$ cat config.mk
export PLATFORM = sky130hd
export DESIGN_NAME = pha_axis_bin
export DESIGN_NICKNAME = d
export VERILOG_FILES = /design/src/hdl/assert_macros.svh /design/src/hdl/pha_pkg.sv /design/src/hdl/pha_axis_bin.sv
export SDC_FILE = /design/constraint.sdc
export NUM_CORES = 2
export LEC_CHECK = 0
export ABC_AREA = 1
export BUFFER_PORTS_ARGS = -buffer_cell sky130_fd_sc_hd__buf_2
export CORE_ASPECT_RATIO = 1.4
export CORE_MARGIN = 1.5
export CORE_UTILIZATION = 48
export DETAILED_ROUTE_END_ITERATION = 7
export GPL_ROUTABILITY_DRIVEN = 0
export PLACE_DENSITY = 0.75
export SLEW_MARGIN = 20
export SYNTH_ARGS = -nofsm -noshare
export SYNTH_HDL_FRONTEND = slang
export SYNTH_SLANG_ARGS = --single-unit
$ cat constraint.sdc
create_clock -name clk -period 18.9 [get_ports clk]
set_input_delay 3.78 -clock clk [delete_from_list [all_inputs] [get_ports clk]]
set_output_delay 3.78 -clock clk [all_outputs]
set_load 0.01 [all_outputs]
$ cat src/hdl/assert_macros.svh
// ----------------------------------------------------------------------------
// assert_macros.svh
// Assertion macros shared by the histogram RTL. Define NO_ASSERTIONS to drop
// them. Both macros expect clk in scope; PHA_ASSERT also expects arst_n.
// ----------------------------------------------------------------------------
`ifndef ASSERT_MACROS_SVH
`define ASSERT_MACROS_SVH

`ifndef NO_ASSERTIONS

// checked out of reset only
`define PHA_ASSERT(label, prop, msg) \
	label: assert property (@(posedge clk) disable iff (!arst_n) prop) else $error(msg);

// checked at every edge, reset included
`define PHA_ASSERT_ALWAYS(label, prop, msg) \
	label: assert property (@(posedge clk) prop) else $error(msg);

`else

`define PHA_ASSERT(label, prop, msg)

`define PHA_ASSERT_ALWAYS(label, prop, msg)

`endif

`endif

$ cat src/hdl/pha_pkg.sv
// ----------------------------------------------------------------------------
// pha_pkg
// Widths, grid size, codes and shared types of the position histogram.
// ----------------------------------------------------------------------------
`timescale 1ns / 1ps

package pha_pkg;

	// grid
	localparam int BINS_X   = 16;
	localparam int BINS_Y   = 16;
	localparam int BINS_Z   = 16;
	localparam int GROUPS   = 3;
	localparam int BINS_XY  = (BINS_X > BINS_Y) ? BINS_X : BINS_Y;
	localparam int BINS_MAX = (BINS_XY > BINS_Z) ? BINS_XY : BINS_Z;
	localparam int BIN_W    = $clog2(BINS_MAX);
	localparam int N_W      = BIN_W + 1;
	localparam int ROWS     = BINS_X * BINS_Y * BINS_Z;
	localparam int ROW_W    = $clog2(ROWS);

	// field widths
	localparam int POS_W   = 32;
	localparam int SPD_W   = 32;
	localparam int CNT_W   = 32;
	localparam int SUM_W   = 64;
	localparam int RIDX_W  = 4;
	localparam int GRP_W   = 2;
	localparam int SCALE_W = 48;

	// binning arithmetic: scale split in two halves, product reduced by 2^(FRAC-1)
	localparam int FRAC_W  = 40;
	localparam int HALF_W  = SCALE_W / 2;
	localparam int PROD_W  = POS_W + HALF_W;
	localparam int MID_W   = PROD_W + 1;
	localparam int SHIFT   = FRAC_W - 1 - HALF_W;
	localparam int Q_W     = MID_W - SHIFT;

	localparam logic [SCALE_W-1:0] SCALE_RESET = SCALE_W'(1099511);

	// operation codes
	localparam logic OP_ACC  = 1'b0;
	localparam logic OP_READ = 1'b1;

	// group codes
	localparam logic [GRP_W-1:0] GRP_ALL = 2'd0;
	localparam logic [GRP_W-1:0] GRP_SP0 = 2'd1;
	localparam logic [GRP_W-1:0] GRP_SP1 = 2'd2;

	// axis codes
	localparam logic [1:0] AXIS_X = 2'd0;
	localparam logic [1:0] AXIS_Y = 2'd1;
	localparam logic [1:0] AXIS_Z = 2'd2;

	typedef logic [GROUPS-1:0][CNT_W-1:0] cnt_row_t;
	typedef logic [GROUPS-1:0][SUM_W-1:0] sum_row_t;

	// binning lane stage enables
	typedef struct packed {
		logic mul;
		logic mid;
	} pha_step_t;

	// store request: fetch a row, or write back the updated fetched row
	typedef struct packed {
		logic             rd;
		logic             upd;
		logic [ROW_W-1:0] addr;
		logic             species;
		logic [SPD_W-1:0] speed;
	} pha_store_cmd_t;

	function automatic int axis_bins(input logic [1:0] axis);
		unique case (axis)
			AXIS_Y:  return BINS_Y;
			AXIS_Z:  return BINS_Z;
			default: return BINS_X;
		endcase
	endfunction

	function automatic logic [ROW_W-1:0] row_of(input logic [BIN_W-1:0] x,
			input logic [BIN_W-1:0] y, input logic [BIN_W-1:0] z);
		return ROW_W'(x) * ROW_W'(BINS_Y * BINS_Z) + ROW_W'(y) * ROW_W'(BINS_Z)
			+ ROW_W'(z);
	endfunction

endpackage

$ cat src/hdl/pha_axis_bin.sv
// ----------------------------------------------------------------------------
// pha_axis_bin
// One binning lane: floor(pos * scale + n/2), with the 1..n-1 window check.
// ----------------------------------------------------------------------------
`timescale 1ns / 1ps

module pha_axis_bin import pha_pkg::*; (
	input  logic                    clk,
	input  logic [1:0]              axis,
	input  pha_step_t               step,
	input  logic signed [POS_W-1:0] pos,
	input  logic [SCALE_W-1:0]      scale,
	output logic [BIN_W-1:0]        bin,
	output logic                    hit
);

	logic [N_W-1:0]    n;
	logic [POS_W-1:0]  mag;
	logic [MID_W-1:0]  mid;
	logic [Q_W-1:0]    q;
	logic              exact;
	logic              win_ok;
	logic [N_W-1:0]    u;

	logic              neg_s1;
	logic [PROD_W-1:0] a_s1;
	logic [PROD_W-1:0] b_s1;

	logic              neg_s2;
	logic              inexact_s2;
	logic [BIN_W-1:0]  low_s2;
	logic              hit_s2;

	assign n   = N_W'(axis_bins(axis));
	assign mag = pos[POS_W-1] ? (~POS_W'(pos) + 1'b1) : POS_W'(pos);

	// stage 1: two 32x24 partial products
	always_ff @(posedge clk) begin
		if (step.mul) begin
			neg_s1 <= pos[POS_W-1];
			a_s1   <= PROD_W'(mag) * PROD_W'(scale[SCALE_W-1:HALF_W]);
			b_s1   <= PROD_W'(mag) * PROD_W'(scale[HALF_W-1:0]);
		end
	end

	// q = floor(|pos| * scale / 2^39), i.e. twice the offset from the centre
	always_comb begin
		mid   = MID_W'(a_s1) + MID_W'(b_s1[PROD_W-1:HALF_W]);
		q     = mid[MID_W-1:SHIFT];
		exact = (b_s1[HALF_W-1:0] == '0) && (mid[SHIFT-1:0] == '0);
		// negative side floors one further down when bits were lost
		if (neg_s1)
			win_ok = exact ? (q < Q_W'(n - 1'b1)) : (q < Q_W'(n - 2'd2));
		else
			win_ok = q < Q_W'(n);
	end

	// stage 2: window decision and the few low bits needed for the bin
	always_ff @(posedge clk) begin
		if (step.mid) begin
			neg_s2     <= neg_s1;
			inexact_s2 <= !exact;
			low_s2     <= q[BIN_W-1:0];
			hit_s2     <= win_ok;
		end
	end

	assign u   = neg_s2 ? (n - N_W'(low_s2) - N_W'(inexact_s2)) : (n + N_W'(low_s2));
	assign bin = u[BIN_W:1];
	assign hit = hit_s2;

endmodule

## Word-level counts from Yosys, hierarchy flattened

Index checks and enable logic that the tools add are counted.

- Register bits after elaboration: 120

- Add/sub/neg operators: 5
- $mul: 2
- Magnitude comparators: 3
- Muxes and demuxes: 4
- Bitwise operators: 1
- Reduce and logical (&&, ||, !) cells: 4

Operator list:

| cell | number |
|---|---|
| multiplier 32 x 24 -> 56 bit | 2 |
| less-than comparator 42 x 4 -> 1 bit (second input constant) | 2 |
| adder 56 x 32 -> 57 bit | 1 |
| less-than comparator 42 x 5 -> 1 bit (second input constant) | 1 |
| adder 32 x 1 -> 32 bit (second input constant) | 1 |
| two-way mux 32 bit | 1 |
| inverter 32 bit | 1 |
| zero test 24 bit | 1 |
| zero test 15 bit | 1 |
| adder 5 x 4 -> 5 bit (first input constant) | 1 |
| two-way mux 5 bit | 1 |
| subtractor 5 x 1 -> 5 bit | 1 |
| subtractor 5 x 4 -> 5 bit (first input constant) | 1 |
| two-way mux 1 bit | 2 |
| logical AND 1 bit | 1 |
| zero test 1 bit | 1 |

## Logic depth before layout (Yosys ltp)

- Depth in word-level cells: 5
- Mapped depth: 42

## Least setup slack after synthesis

Ideal clock, no wire load.

- Path type: in2reg
- Start point: input port pos[0]
- End point: register b_s1[49], data pin
- Arrival: 11.095 ns
- Setup slack: 7.548 ns
- Stages: 40
- Buffers on the path: 4
- Cell sequence: buf_6 clkbuf_1 clkbuf_1 inv_1 ha_1 inv_1 nor2_1 inv_1 nor2_1 nand2_1 nand2_1 or2_2 nand2_1 clkbuf_1 nand2_1 fa_1 inv_1 fa_1 (+4 left out) inv_1 fa_1 fa_1 inv_1 fa_1 ha_1 nand2_1 nor2_1 inv_1 nor4_1 nand3_1 nand3_1 a21o_1 nand2_1 inv_1 nor2_1 nand2_1 nand2_1

- Cells in the longest elaborated chain, start to end: 4

Ends and longest elaborated chain:

| element | RTL line | source |
|---|---|---|
| from (decl) | pha_axis_bin.sv:11 | `input logic signed [POS_W-1:0] pos,` |
| inverter 32 bit | pha_axis_bin.sv:35 | `assign mag = pos[POS_W-1] ? (~POS_W'(pos) + 1'b1) : POS_W'(pos);` |
| adder 32 x 1 -> 32 bit | pha_axis_bin.sv:35 |  |
| two-way mux 32 bit * | pha_axis_bin.sv:35 |  |
| multiplier 32 x 24 -> 56 bit * | pha_axis_bin.sv:42 | `b_s1 <= PROD_W'(mag) * PROD_W'(scale[HALF_W-1:0]);` |
| to (signal assigned) | pha_axis_bin.sv:42 |  |
| to (decl) | pha_axis_bin.sv:27 | `logic [PROD_W-1:0] b_s1;` |

Mark *: on every way between the ends. The rest lies on a longest branch, timed or not.
A chain may end at the register's enable or synchronous reset.

## Worst setup path in the final report

Same ends and word-level chain as after synthesis.

==> flow_metrics.py <==
metrics = {
    "setup_path": {
        "reg2reg_depth": 13,
        "cpPeakStageDelay_ns": 0.75,
        "crit_required_ns": 19.07,
        "arrival_ns": 13.74,
        "r2r-end": "hit",
        "endpoint_kind": "flip-flop",
        "timing.rr.start": "b_s1[42]",
        "rrSetupSlack_ns": 15.88,
        "crit_path_start_kind": "input pin",
        "cp_slowest_cell": "nand3b_1",
        "cp_max_fo": 17,
        "crit_type": "in -> reg",
    },
    "timing": {
        "setup_viol_count_final": 0,
        "fin_crit_sh_pct": 71.8,
        "worst_slew_pin_slew_ns": 1.19,
        "worst_hold_slack_ns": 0.553,
        "hold_viol": 0,
        "max_slew_margin_pct": 20.6,
        "max_freq_mhz": 73.7,
        "fin_crit_ns": 13.57,
        "fin_setup_tns_ns": 0,
        "grt_setup_unrepaired": "no",
        "maxSlewViolCount": 0,
        "clock_skew_ns": 0.0160,
    },
    "cts": {
        "cts-buffers-inserted": 17,
        "htreeDepth": 4,
        "numClockSinks": 120,
        "cts_buffer_depth": 2,
        "clk_pin_slew_ns": 0.06,
        "cts_setup_buffers": 0,
        "cts_tree": "built",
        "ctsResizeCount": 0,
        "cts_hold_buf": 0,
        "clkLatencyLatePin_ns": 0.44,
        "cts_root_buffer": "clkbuf_16",
    },
    "synthesis": {
        "synth_seq_cells": 120,
        "yosys.area.top_type": "fa_1",
        "avgSynthCellArea_um2": 7.94,
        "synth_cell_types": 56,
        "yosysWarnings": 0,
        "synthArstFlopShare_pct": 0,
        "synth.net_count": 9028,
        "synthTopCellsByArea": "fa_1, inv_1, nand2_1, ha_1, edfxtp_1",
        "syn-cell-area_mm2": 0.0573,
        "synth.top_cell.area_share_pct": 46.0,
        "netlist_instances": 7224,
        "synth-edff-count": 120,
        "yosysSeqAreaShare_pct": 6.28,
        "ys.flop_type": "edfxtp_1",
    },
    "cells_and_area": {
        "final_nets": 8912,
        "n_fill_cell": 10900,
        "area_growth_pct": 4.10,
        "drive_above_1_share_pct": 3.50,
    },
    "global_route": {
        "grt_pass1_wl_mm": 301,
        "grt.total_usage_pct": 33.4,
        "antenna_found_initial": 24,
        "globalRouteOverflowTotal": 0,
        "grt_max_degree": 73,
        "grt_pass1_vias": 52800,
    },
    "place": {
        "numPortBuffers": 87,
        "dp_hpwl_mm": 152,
    },
    "floorplanning": {
        "pin_count": 90,
        "coreArea_mm2": 0.118,
        "rows": 149,
        "start_util_pct": 48.5,
        "die_w_um": 295,
        "die_area_mm2": 0.122,
        "die_h_um": 412,
    },
    "outcome": {
        "violations": "DRC",
        "status": "finished with violations",
    },
    "detailed_routing": {
        "first_pass_iters": 8,
        "drtAntennaViolNets": 0,
        "vias": 49500,
        "drt-initial-drc-count": 5312,
        "vias_per_cell": 5.68,
        "wl_per_cell_um": 22.7,
        "wl_mm": 198,
        "drcViolationCount": 3,
    },
    "run": {
        "maxCapViolations": 0,
    },
    "worst_hold_path": {
        "min_path_type": "reg -> reg",
        "hp-start": "neg_s1",
        "min_to": "neg_s2",
        "whs_path_depth": 0,
    },
}
-- state kept, by name, summed over array words and instances (netlist names) --
signal,cells
neg_s1,1
neg_s2,1
inexact_s2,1
b_s1,56
low_s2,4
hit,1
a_s1,56
-- routing by layer --
layer	part of all wire, %	vias up	global-route usage (%)
li1	-	20700	-
met1	32	24100	36.8
met2	45	3523	53.4
met3	14	1149	11.2
met4	9.8	22	25.1
met5	0.074	-	0
-- critical path, delay by kind of cell --
family                   cells  cell delay [ns]
AO/OA/AOI/OAI                1             0.18
adder cells (fa/ha/maj)      8             3.77
buffers and inverters       10             1.65
AND/OR/NAND/NOR             20             4.29
-- metrics by stage --
stage / utilization, % / std cells / area [um2] / setup slack, ns
CTS: 50.5 / 8706 / 59700 / 5.90
global placement: 50.0 / 8674 / 59100 / 5.51
global route: 50.5 / 8711 / 59700 / 5.24
detailed placement: 50.0 / 8674 / 59100 / 5.46
finish: 50.5 / 8718 / 59700 / 5.33
floorplan: - / 7224 / 57300 / 7.55
-- worst max path at each step --
stage / cells after the start / slack, ns / to / startpoint
after floorplan: 40 / 7.55 / b_s1[49] / pos[0]
after global placement: 35 / 5.51 / b_s1[49] / pos[0]
after detailed placement: 35 / 5.46 / b_s1[49] / pos[0]
after CTS: 37 / 5.90 / b_s1[49] / pos[0]
after global routing: 35 / 5.24 / b_s1[43] / pos[0]
final: 39 / 5.33 / b_s1[49] / pos[0]
-- cells in the mapped netlist (12+ instances only) --
| library cell | count |
|---|---|
| a21oi_1 | 220 |
| a31oi_1 | 19 |
| xor2_1 | 82 |
| nand2_1 | 1503 |
| buf_2 | 21 |
| edfxtp_1 | 120 |
| ha_1 | 402 |
| nand4_1 | 34 |
| a21oi_2 | 20 |
| inv_1 | 1831 |
| a21o_1 | 18 |
| xnor2_1 | 47 |
| nor4_1 | 22 |
| o21ai_0 | 107 |
| nand3b_1 | 13 |
| nand3_1 | 111 |
| clkbuf_1 | 229 |
| buf_4 | 13 |
| nor3_1 | 35 |
| nor2_1 | 933 |
| clkinv_1 | 13 |
| fa_1 | 1317 |
| or2_2 | 12 |
-- cells in the final DEF (no fill, tap or decap), types with 12 or more instances in the layout --
cell type  count
inv_1       1827
nand2_1     1493
fa_1        1317
nor2_1       933
ha_1         402
a21oi_1      220
edfxtp_1     120
nand3_1      111
o21ai_0      107
buf_2         86
xor2_1        82
buf_4         61
xnor2_1       47
nor3_1        35
nand4_1       34
nor4_1        22
a21oi_2       20
a31oi_1       19
a21o_1        18
clkbuf_16     17
clkinv_1      14
nand2_2       13
nand3b_1      13
diode_2       12
inv_2         12
or2_2         12
-- cells by family (layout without fill, tap and decap cells) --
family | Yosys count | after routing | share of synthesized area, %
flops | 120 | 120 | 6.28
simple gates | 2685 | 2685 | 18.5
buf+inv | 2133 | 2030 | 14.2
compound gates | 438 | 438 | 4.32
xor+xnor | 129 | 129 | 1.97
other cells | 0 | 12 | 0
fa+ha+maj | 1719 | 1719 | 54.8
-- cell type report --
| type | instances | area, um2 | share of cell area, % |
|---|---|---|---|
| Antenna cell | 12 | 30.0 | 0.0503 |
| Clock buffer | 18 | 429 | 0.719 |
| Clock inverter | 14 | 149 | 0.249 |
| Inverter | 1851 | 6950 | 11.6 |
| Multi-Input combinational cell | 4971 | 45700 | 76.5 |
| Sequential cell | 120 | 3600 | 6.04 |
| Tap cell | 1585 | 1980 | 3.32 |
| Timing Repair Buffer | 147 | 888 | 1.49 |
Power is left out: the tool's default activity adds up to more than one toggle a clock period on the data nets, which glitch-free logic cannot reach.
